[src/rnc_pkg.sv]
// Shared types, constants and the offset table for the raster neighbour cell block.
package rnc_pkg;

   localparam int DIM_BITS = 16;
   localparam int CELL_W   = 32;
   localparam int CSR_W    = 16;
   localparam int IDX_W    = 3;
   localparam int CNT_W    = 5;
   localparam int PROD_W   = 2 * DIM_BITS;
   localparam int CMP_W    = (PROD_W > CELL_W) ? PROD_W : CELL_W;
   localparam int SDIM_W   = DIM_BITS + 2;

   // register indexes of the configuration port
   localparam logic [IDX_W-1:0] REG_NUM_ROWS       = 3'd0;
   localparam logic [IDX_W-1:0] REG_NUM_COLS       = 3'd1;
   localparam logic [IDX_W-1:0] REG_NEIGHBOR_MODE  = 3'd2;
   localparam logic [IDX_W-1:0] REG_INCLUDE_CENTER = 3'd3;
   localparam logic [IDX_W-1:0] REG_WRAP_COLUMNS   = 3'd4;

   typedef enum logic [1:0] {
      MODE_ROOK    = 2'd0,
      MODE_QUEEN   = 2'd1,
      MODE_BISHOP  = 2'd2,
      MODE_SIXTEEN = 2'd3
   } mode_type;

   // one classified cell handed from front to back
   typedef struct packed {
      logic [DIM_BITS-1:0] row;
      logic [DIM_BITS-1:0] col;
      logic                ok;
   } entry_type;

   typedef struct packed {
      logic signed [2:0] dr;
      logic signed [2:0] dc;
   } offset_type;

   // number of neighbours in a mode, centre excluded
   function automatic logic [CNT_W-1:0] mode_count(mode_type mode);
      logic [CNT_W-1:0] n;
      unique case (mode)
         MODE_ROOK:    n = 5'd4;
         MODE_QUEEN:   n = 5'd8;
         MODE_BISHOP:  n = 5'd4;
         MODE_SIXTEEN: n = 5'd16;
         default:      n = 5'd4;
      endcase
      return n;
   endfunction

   function automatic offset_type mk(int r, int c);
      offset_type o;
      o.dr = 3'(r);
      o.dc = 3'(c);
      return o;
   endfunction

   // offset of neighbour k; anything past the list is the centre
   function automatic offset_type neighbor_offset(mode_type mode, logic [CNT_W-1:0] k);
      offset_type o;
      o = mk(0, 0);
      unique case (mode)
         MODE_ROOK: begin
            case (k)
               5'd0: o = mk(-1, 0);
               5'd1: o = mk(0, -1);
               5'd2: o = mk(0, 1);
               5'd3: o = mk(1, 0);
               default: o = mk(0, 0);
            endcase
         end
         MODE_QUEEN: begin
            case (k)
               5'd0: o = mk(-1, -1);
               5'd1: o = mk(-1, 0);
               5'd2: o = mk(-1, 1);
               5'd3: o = mk(0, -1);
               5'd4: o = mk(0, 1);
               5'd5: o = mk(1, -1);
               5'd6: o = mk(1, 0);
               5'd7: o = mk(1, 1);
               default: o = mk(0, 0);
            endcase
         end
         MODE_BISHOP: begin
            case (k)
               5'd0: o = mk(-1, -1);
               5'd1: o = mk(-1, 1);
               5'd2: o = mk(1, -1);
               5'd3: o = mk(1, 1);
               default: o = mk(0, 0);
            endcase
         end
         MODE_SIXTEEN: begin
            case (k)
               5'd0:  o = mk(-2, -1);
               5'd1:  o = mk(-2, 1);
               5'd2:  o = mk(-1, -2);
               5'd3:  o = mk(-1, -1);
               5'd4:  o = mk(-1, 0);
               5'd5:  o = mk(-1, 1);
               5'd6:  o = mk(-1, 2);
               5'd7:  o = mk(0, -1);
               5'd8:  o = mk(0, 1);
               5'd9:  o = mk(1, -2);
               5'd10: o = mk(1, -1);
               5'd11: o = mk(1, 0);
               5'd12: o = mk(1, 1);
               5'd13: o = mk(1, 2);
               5'd14: o = mk(2, -1);
               5'd15: o = mk(2, 1);
               default: o = mk(0, 0);
            endcase
         end
         default: o = mk(0, 0);
      endcase
      return o;
   endfunction

endpackage

[src/rnc_front.sv]
// Front end: takes a cell number, checks it against the grid and splits it into row and column.
module rnc_front (
   input  logic                          clock,
   input  logic                          reset,
   input  logic                          start,
   output logic                          busy,
   input  logic [rnc_pkg::CELL_W-1:0]    req_cell_number,
   input  logic [rnc_pkg::DIM_BITS-1:0]  num_rows,
   input  logic [rnc_pkg::DIM_BITS-1:0]  num_cols,
   output logic                          push,
   output rnc_pkg::entry_type            push_entry,
   input  logic                          q_full
);
   import rnc_pkg::*;

   typedef enum logic [1:0] {
      ST_IDLE,
      ST_DIV,
      ST_PUSH
   } state_type;

   localparam int STEP_W = $clog2(DIM_BITS + 1);

   state_type           state_ff;
   logic [STEP_W-1:0]   step_ff;
   logic [DIM_BITS-1:0] rem_ff;
   logic [DIM_BITS-1:0] dvd_ff;
   logic [DIM_BITS-1:0] quo_ff;
   logic                ok_ff;

   logic [CMP_W-1:0]    grid_size;
   logic                cell_ok;
   logic [DIM_BITS:0]   trial;
   logic                qbit;
   logic [DIM_BITS-1:0] rem_in;

   // grid bound check at acceptance
   assign grid_size = CMP_W'(num_rows) * CMP_W'(num_cols);
   assign cell_ok   = CMP_W'(req_cell_number) < grid_size;

   // one restoring division step per cycle
   always_comb begin
      trial  = {rem_ff, dvd_ff[DIM_BITS-1]};
      qbit   = trial >= {1'b0, num_cols};
      rem_in = qbit ? DIM_BITS'(trial - {1'b0, num_cols}) : trial[DIM_BITS-1:0];
   end

   assign busy             = state_ff != ST_IDLE;
   assign push             = (state_ff == ST_PUSH) && !q_full;
   assign push_entry.row   = quo_ff;
   assign push_entry.col   = rem_ff;
   assign push_entry.ok    = ok_ff;

   always_ff @(posedge clock) begin
      if (reset) begin
         state_ff <= ST_IDLE;
      end else begin
         unique case (state_ff)
            ST_IDLE: begin
               if (start) begin
                  // quotient fits DIM_BITS whenever the cell is on the grid
                  rem_ff   <= DIM_BITS'(req_cell_number >> DIM_BITS);
                  dvd_ff   <= req_cell_number[DIM_BITS-1:0];
                  quo_ff   <= '0;
                  ok_ff    <= cell_ok;
                  step_ff  <= '0;
                  state_ff <= ST_DIV;
               end
            end
            ST_DIV: begin
               rem_ff  <= rem_in;
               dvd_ff  <= {dvd_ff[DIM_BITS-2:0], 1'b0};
               quo_ff  <= {quo_ff[DIM_BITS-2:0], qbit};
               step_ff <= step_ff + 1'b1;
               if (step_ff == STEP_W'(DIM_BITS - 1)) begin
                  state_ff <= ST_PUSH;
               end
            end
            ST_PUSH: begin
               if (!q_full) begin
                  state_ff <= ST_IDLE;
               end
            end
            default: state_ff <= ST_IDLE;
         endcase
      end
   end

endmodule

[src/rnc_queue.sv]
// Two-entry queue between the front and back ends.
module rnc_queue (
   input  logic               clock,
   input  logic               reset,
   input  logic               push,
   input  rnc_pkg::entry_type push_entry,
   output logic               full,
   input  logic               pop,
   output rnc_pkg::entry_type pop_entry,
   output logic               not_empty
);
   import rnc_pkg::*;

   entry_type  slot_ff [2];
   logic       wr_ptr_ff;
   logic       rd_ptr_ff;
   logic [1:0] count_ff;

   assign full      = count_ff == 2'd2;
   assign not_empty = count_ff != 2'd0;
   assign pop_entry = slot_ff[rd_ptr_ff];

   // store payload without reset
   always_ff @(posedge clock) begin
      if (push) begin
         slot_ff[wr_ptr_ff] <= push_entry;
      end
   end

   // advance pointers and occupancy
   always_ff @(posedge clock) begin
      if (reset) begin
         wr_ptr_ff <= 1'b0;
         rd_ptr_ff <= 1'b0;
         count_ff  <= 2'd0;
      end else begin
         if (push) wr_ptr_ff <= !wr_ptr_ff;
         if (pop)  rd_ptr_ff <= !rd_ptr_ff;
         if (push && !pop)      count_ff <= count_ff + 2'd1;
         else if (pop && !push) count_ff <= count_ff - 2'd1;
      end
   end

endmodule

[src/rnc_back.sv]
// Back end: walks the offset list of one cell and emits a result each cycle while active.
module rnc_back (
   input  logic                          clock,
   input  logic                          reset,
   input  logic [rnc_pkg::DIM_BITS-1:0]  num_rows,
   input  logic [rnc_pkg::DIM_BITS-1:0]  num_cols,
   input  rnc_pkg::mode_type             mode,
   input  logic                          include_center,
   input  logic                          wrap_columns,
   input  logic                          q_not_empty,
   input  rnc_pkg::entry_type            q_entry,
   output logic                          pop,
   output logic                          rsp_strobe,
   output logic [rnc_pkg::CELL_W-1:0]    rsp_neighbor_cell,
   output logic                          rsp_neighbor_valid,
   output logic                          rsp_last_neighbor
);
   import rnc_pkg::*;

   logic                active_ff;
   entry_type           entry_ff;
   logic [CNT_W-1:0]    k_ff;
   logic [CNT_W-1:0]    total_ff;

   logic                s1_valid_ff;
   logic [DIM_BITS-1:0] s1_row_ff;
   logic [DIM_BITS-1:0] s1_col_ff;
   logic                s1_ok_ff;
   logic                s1_last_ff;

   offset_type          ofs;
   logic                last_k;
   logic signed [SDIM_W-1:0] rr;
   logic signed [SDIM_W-1:0] cc_raw;
   logic signed [SDIM_W-1:0] cc;
   logic signed [SDIM_W-1:0] rows_s;
   logic signed [SDIM_W-1:0] cols_s;
   logic                nb_ok;
   logic [CMP_W-1:0]    cell_sum;

   assign last_k = k_ff == (total_ff - 5'd1);
   assign pop    = q_not_empty && (!active_ff || last_k);

   // neighbour coordinates with optional column wrap
   always_comb begin
      ofs    = neighbor_offset(mode, k_ff);
      rows_s = $signed({2'b00, num_rows});
      cols_s = $signed({2'b00, num_cols});
      rr     = $signed({2'b00, entry_ff.row}) + $signed({{(DIM_BITS-1){ofs.dr[2]}}, ofs.dr});
      cc_raw = $signed({2'b00, entry_ff.col}) + $signed({{(DIM_BITS-1){ofs.dc[2]}}, ofs.dc});
      cc     = cc_raw;
      if (wrap_columns) begin
         priority if (cc_raw < 0)       cc = cc_raw + cols_s;
         else if (cc_raw >= cols_s)     cc = cc_raw - cols_s;
         else                           cc = cc_raw;
      end
      nb_ok = entry_ff.ok && (rr >= 0) && (rr < rows_s) && (cc >= 0) && (cc < cols_s);
   end

   // sequence through the offsets of the current cell
   always_ff @(posedge clock) begin
      if (reset) begin
         active_ff <= 1'b0;
      end else begin
         if (pop) begin
            active_ff <= 1'b1;
            entry_ff  <= q_entry;
            k_ff      <= '0;
            total_ff  <= mode_count(mode) + CNT_W'(include_center);
         end else if (active_ff) begin
            if (last_k) active_ff <= 1'b0;
            k_ff <= k_ff + 5'd1;
         end
      end
   end

   // stage one: coordinates and validity
   always_ff @(posedge clock) begin
      if (reset) begin
         s1_valid_ff <= 1'b0;
      end else begin
         s1_valid_ff <= active_ff;
      end
      s1_row_ff  <= rr[DIM_BITS-1:0];
      s1_col_ff  <= cc[DIM_BITS-1:0];
      s1_ok_ff   <= nb_ok;
      s1_last_ff <= last_k;
   end

   assign cell_sum = CMP_W'(s1_row_ff) * CMP_W'(num_cols) + CMP_W'(s1_col_ff);

   // stage two: row-major index into the output register
   always_ff @(posedge clock) begin
      if (reset) begin
         rsp_strobe <= 1'b0;
      end else begin
         rsp_strobe <= s1_valid_ff;
      end
      rsp_neighbor_cell  <= s1_ok_ff ? cell_sum[CELL_W-1:0] : '0;
      rsp_neighbor_valid <= s1_ok_ff;
      rsp_last_neighbor  <= s1_last_ff;
   end

endmodule

[src/raster_neighbor_cells_core.sv]
// Top level of the raster neighbour cell block: configuration and the two ends.
// A cell passes the front end's divider, the queue and two back-end stages before its
//   results appear, then one per cycle. Throughput is set by the front end's 16-step
//   divider; a cell yields 4 to 17 results, so the back end keeps pace.
// The receiver cannot stall; results appear for one cycle with rsp_strobe.
// Synchronous reset clears control state and sets the grid to one row, one column.
module raster_neighbor_cells_core (
   input  logic                          clock,
   input  logic                          reset,
   input  logic                          start,
   output logic                          busy,
   input  logic [rnc_pkg::CELL_W-1:0]    req_cell_number,
   output logic                          rsp_strobe,
   output logic [rnc_pkg::CELL_W-1:0]    rsp_neighbor_cell,
   output logic                          rsp_neighbor_valid,
   output logic                          rsp_last_neighbor,
   input  logic                          csr_we,
   input  logic [rnc_pkg::IDX_W-1:0]     csr_index,
   input  logic [rnc_pkg::CSR_W-1:0]     csr_wdata
);
   import rnc_pkg::*;

   logic [DIM_BITS-1:0] num_rows_ff;
   logic [DIM_BITS-1:0] num_cols_ff;
   mode_type            mode_ff;
   logic                include_center_ff;
   logic                wrap_columns_ff;

   logic      push;
   entry_type push_entry;
   logic      q_full;
   logic      pop;
   entry_type pop_entry;
   logic      q_not_empty;

   // hold configuration registers
   always_ff @(posedge clock) begin
      if (reset) begin
         num_rows_ff       <= DIM_BITS'(1);
         num_cols_ff       <= DIM_BITS'(1);
         mode_ff           <= MODE_ROOK;
         include_center_ff <= 1'b0;
         wrap_columns_ff   <= 1'b0;
      end else if (csr_we) begin
         case (csr_index)
            REG_NUM_ROWS:       num_rows_ff       <= DIM_BITS'(csr_wdata);
            REG_NUM_COLS:       num_cols_ff       <= DIM_BITS'(csr_wdata);
            REG_NEIGHBOR_MODE:  mode_ff           <= mode_type'(csr_wdata[1:0]);
            REG_INCLUDE_CENTER: include_center_ff <= csr_wdata[0];
            REG_WRAP_COLUMNS:   wrap_columns_ff   <= csr_wdata[0];
            default: ;
         endcase
      end
   end

   rnc_front u_front (
      .clock           (clock),
      .reset           (reset),
      .start           (start),
      .busy            (busy),
      .req_cell_number (req_cell_number),
      .num_rows        (num_rows_ff),
      .num_cols        (num_cols_ff),
      .push            (push),
      .push_entry      (push_entry),
      .q_full          (q_full)
   );

   rnc_queue u_queue (
      .clock      (clock),
      .reset      (reset),
      .push       (push),
      .push_entry (push_entry),
      .full       (q_full),
      .pop        (pop),
      .pop_entry  (pop_entry),
      .not_empty  (q_not_empty)
   );

   rnc_back u_back (
      .clock              (clock),
      .reset              (reset),
      .num_rows           (num_rows_ff),
      .num_cols           (num_cols_ff),
      .mode               (mode_ff),
      .include_center     (include_center_ff),
      .wrap_columns       (wrap_columns_ff),
      .q_not_empty        (q_not_empty),
      .q_entry            (pop_entry),
      .pop                (pop),
      .rsp_strobe         (rsp_strobe),
      .rsp_neighbor_cell  (rsp_neighbor_cell),
      .rsp_neighbor_valid (rsp_neighbor_valid),
      .rsp_last_neighbor  (rsp_last_neighbor)
   );

endmodule

[config.mk]
export PLATFORM = sky130hd
export DESIGN_NAME = raster_neighbor_cells_core
export DESIGN_NICKNAME = d
export VERILOG_FILES = /design/src/rnc_pkg.sv /design/src/rnc_front.sv /design/src/rnc_queue.sv /design/src/rnc_back.sv /design/src/raster_neighbor_cells_core.sv
export SDC_FILE = /design/constraint.sdc
export NUM_CORES = 2
export LEC_CHECK = 0
export BUFFER_PORTS_ARGS = -buffer_cell sky130_fd_sc_hd__clkbuf_2
export CAP_MARGIN = 0
export CORE_ASPECT_RATIO = 1.1
export CORE_MARGIN = 1.5
export CORE_UTILIZATION = 50
export CTS_CLUSTER_DIAMETER = 60
export DETAILED_ROUTE_END_ITERATION = 10
export PLACE_DENSITY = 0.69
export SLEW_MARGIN = 20
export SYNTH_ARGS = -nofsm -noshare
export SYNTH_HDL_FRONTEND = slang
export SYNTH_SLANG_ARGS = --single-unit
[constraint.sdc]
create_clock -name clock -period 7.82 [get_ports clock]
set_clock_uncertainty 0.15 [all_clocks]
set_input_delay 1.173 -clock clock [delete_from_list [all_inputs] [get_ports clock]]
set_output_delay 1.173 -clock clock [all_outputs]
set_load 0.05 [all_outputs]
==> metrics.csv <==
stage;metric;value;unit
sta;Slew @ Worst Pin;1.003;ns
synth;share of the synthesized area in the top cell type;25.22;%
sta;Pins Over Slew Limit;0;
placement;Placer Congestion;0.9723;
final_layout;most common cell after layout, fill and taps aside;inv_1;
critical_path;worst r2r path cells;29;
hold_path;hold depth;0;
sta;Setup-failing EPs final;0;
route;Detail Route Antenna Nets;0;
power_and_ir_drop;PD cells;232.3;nW/µm²
placement;post-detail-place hpwl;67.51;mm
final_layout;layout cells sized above 1;10.17;%
placement;post-placement cell area;34210;µm²
synth;Netlist cell types;81;
clock_tree;htree depth;2;
final_layout;NumNets Final;4433;
critical_path;Top cell by count, worst path;fa_1;
floorplanning;I/O pins;91;
synth;Avg Cell Area, Syn;9.267;µm²
synth;Synth Flop Type;edfxtp_1;
sta;crit share post-route;95.85;%
critical_path;crit-path max cell delay;0.58;ns
route;initial DRC count;1705;
placement;IO Port Bufs;90;
critical_path;WP data arrival;7.77;ns
route;WL final;82.84;mm
placement;dpl cells;4396;
global_routing;GRT Util Overall;25.51;%
clock_tree;number of buffers created by CTS;38;
global_routing;routing usage on met1;34.16;%
final_layout;most frequent cells in the layout;571 x inv_1, 530 x nand2_1, 408 x fa_1, 359 x ha_1, 213 x nor2_1;
synth;Synth Warn #;0;
critical_path;crit-path max FO;8;
global_routing;gr busiest metal;met2;
synth;register area share after synthesis;22.57;%
synth;top cells by area, synth;fa_1 25%, edfxtp_1 15%, ha_1 14%, dfxtp_1 7.6%, inv_1 6.6%;
global_routing;met2 usage;40.72;%
route;Vias/cell;5.453;
sta;fmax;133.4;MHz
route;via count;24380;
placement;dpl ws;0.1253;ns
synth;number of flops mapped to enable cells by yosys;162;
critical_path;CP Capture Type;register;
floorplanning;core area;63960;µm²
clock_tree;CTS tree;yes;
power_and_ir_drop;Max IR drop VDD;0.3622;mV
sta;Worst slew margin;33.14;%
clock_tree;Bufs on Longest Clock Path;3;
final_layout;Layout Area Growth over Synthesis;9.973;%
final_layout;# diodes;0;
clock_tree;Clock Tree Root;clkbuf_16;
global_routing;vias in the first global route;24780;
route;routed length per instance;18.53;µm
synth;flops & latches, synth;285;
global_routing;grt ovf;0;
sta;worst hold slack;0.2079;ns
floorplanning;Starting Density;50.77;%
route;Pre-Repair DR Iteration Count;7;
synth;Post-Synthesis Cells;3504;
route;Residual DRC;0;
synth;Synth async-reset ratio;0;%
synth;Synth Cell Area;32470;µm²
clock_tree;clock transition at the registers of the reported paths;0.06;ns
floorplanning;Site Rows;97;
run_status;status;completed;
final_layout;Fillers;5638;
global_routing;first-pass GRT wire length;133.5;mm
sta;RSZ-0062 raised after global routing;yes;
sta;setup ws final;0.3248;ns
critical_path;Setup crit start kind;register;
clock_tree;Worst-Skew Late Latency;0.59;ns
global_routing;antenna violations before repair;0;
critical_path;Crit-path slowest cell;fa_1;
synth;Synth area leader;fa_1;
global_routing;largest net degree at the start of global routing;53;
final_layout;final instance area;35710;µm²
job;Max Cap Violations;0;
global_routing;grt met3 use;4.432;%
critical_path;WS Path Type;register to register;
floorplanning;Die H;270.3;µm
floorplanning;Die Wd;246.0;µm
synth;Syn Nets;4335;
sta;Final min period;7.495;ns
floorplanning;die area;66480;µm²
sta;final hold vios;0;
final_layout;utilization after layout;55.83;%
power_and_ir_drop;leakage;0.01615;µW
critical_path;WP data required;8.09;ns
clock_tree;CTS sink cnt;285;
final_layout;Cell Count, Final, Fillers Out;4471;
hold_path;Hold Crit Class;register to register;
area by class of cell:
type	count	area [µm²]	area share, %
Tap cell	841	1052	2.947
Clock inverter	24	302.8	0.8480
Clock buffer	44	973.4	2.726
Multi-Input combinational cell	2502	22600	63.29
Sequential cell	285	7345	20.57
Timing Repair Buffer	198	1265	3.543
Inverter	577	2170	6.076
synthesized netlist by cell type (8+ instances only):
library cell / count
xnor2_1: 50
a21oi_1: 154
nand4_1: 13
clkbuf_1: 129
inv_1: 572
nor2_1: 215
o21ai_0: 83
nor2b_1: 25
o31ai_1: 14
nor3_1: 38
nor4_1: 8
o21bai_1: 16
a22o_1: 12
nand3b_1: 8
nand2_1: 530
a221o_1: 15
o221ai_1: 13
a21o_1: 48
o21a_1: 28
and3_1: 13
dfxtp_1: 123
mux2_2: 36
ha_1: 367
fa_1: 409
nand3_1: 33
and2_1: 136
a31oi_1: 13
mux2i_1: 11
a211oi_1: 20
xor2_1: 48
edfxtp_1: 162
nand2b_1: 25
worst max-delay path: cells and delay by family (launching register included):
family                   cells  cell delay (ns)
adder cells (fa/ha/maj)      8             3.37
AO/OA/AOI/OAI               12             2.03
buffers and inverters        4             0.68
AND/OR/NAND/NOR              4             0.54
flip-flops                   1             0.39
XOR/XNOR                     1             0.17
repair_timing:
item / CTS / global route
endpoints found under the setup margin: 0 / 2
gates resized for setup: 0 / 46
hold buffers: 0 / 0
setup buffers: 0 / 7
registers in the layout, summed over array words and instances (netlist names), 2 cells and up, named ones only:
name                      cells
mode_ff                       2
num_rows_ff                  16
u_back.total_ff               4
u_back.rsp_neighbor_cell     32
u_back.s1_row_ff             16
u_front.quo_ff               16
u_front.dvd_ff               16
u_front.step_ff               5
u_queue.slot_ff              66
u_back.k_ff                   5
u_back.s1_col_ff             16
u_queue.count_ff              2
u_back.entry_ff              33
u_front.state_ff              2
u_front.rem_ff               16
num_cols_ff                  16
cells by family (layout without fill, tap and decap cells):
family	after synthesis	count (layout)	synth area share, %
AND/OR/NAND/NOR	1080	1080	15.04
XOR/XNOR	99	99	2.728
flip-flops	285	285	22.57
AO/OA/AOI/OAI	500	500	10.32
buffers and inverters	717	843	8.400
adder cells (fa/ha/maj)	776	776	39.36
multiplexers	47	47	1.588
report_power, final:
group | switching [µW] | leakage, µW | total, µW | internal, µW
Sequential | 306 | 0.00251 | 2160 | 1860
Clock | 742 | 0.000621 | 1760 | 1020
Combinational | 2600 | 0.0130 | 4370 | 1770
through the flow:
step / total power [µW] / TNS, ns
final: 8295 / 0
after detailed placement: 6482 / 0
after global placement: 6406 / 0
after floorplan: 5321 / 0
after CTS: 8275 / 0
after global routing: 8967 / -0.1158
worst paths after layout:
kind	from	end	slack, ns
worst max-delay path	num_cols_ff[11]$_SDFFE_PP0P_	u_front.ok_ff$_DFFE_PP_	0.32
worst min-delay path	u_back.s1_last_ff$_DFF_P_	u_back.rsp_last_neighbor$_DFF_P_	0.21
worst max register to register	num_cols_ff[11]$_SDFFE_PP0P_	u_front.ok_ff$_DFFE_PP_	0.32
worst min register to register	u_back.s1_last_ff$_DFF_P_	u_back.rsp_last_neighbor$_DFF_P_	0.21
per-layer routing:
| metal | vias up | routed length [µm] |
|---|---|---|
| met3 | 181 | 5252 |
| met2 | 736 | 37690 |
| met5 | - | 0 |
| met4 | 0 | 3730 |
| met1 | 11920 | 36170 |
| li1 | 11550 | - |
No activity file was read; power rests on OpenSTA's default activity.
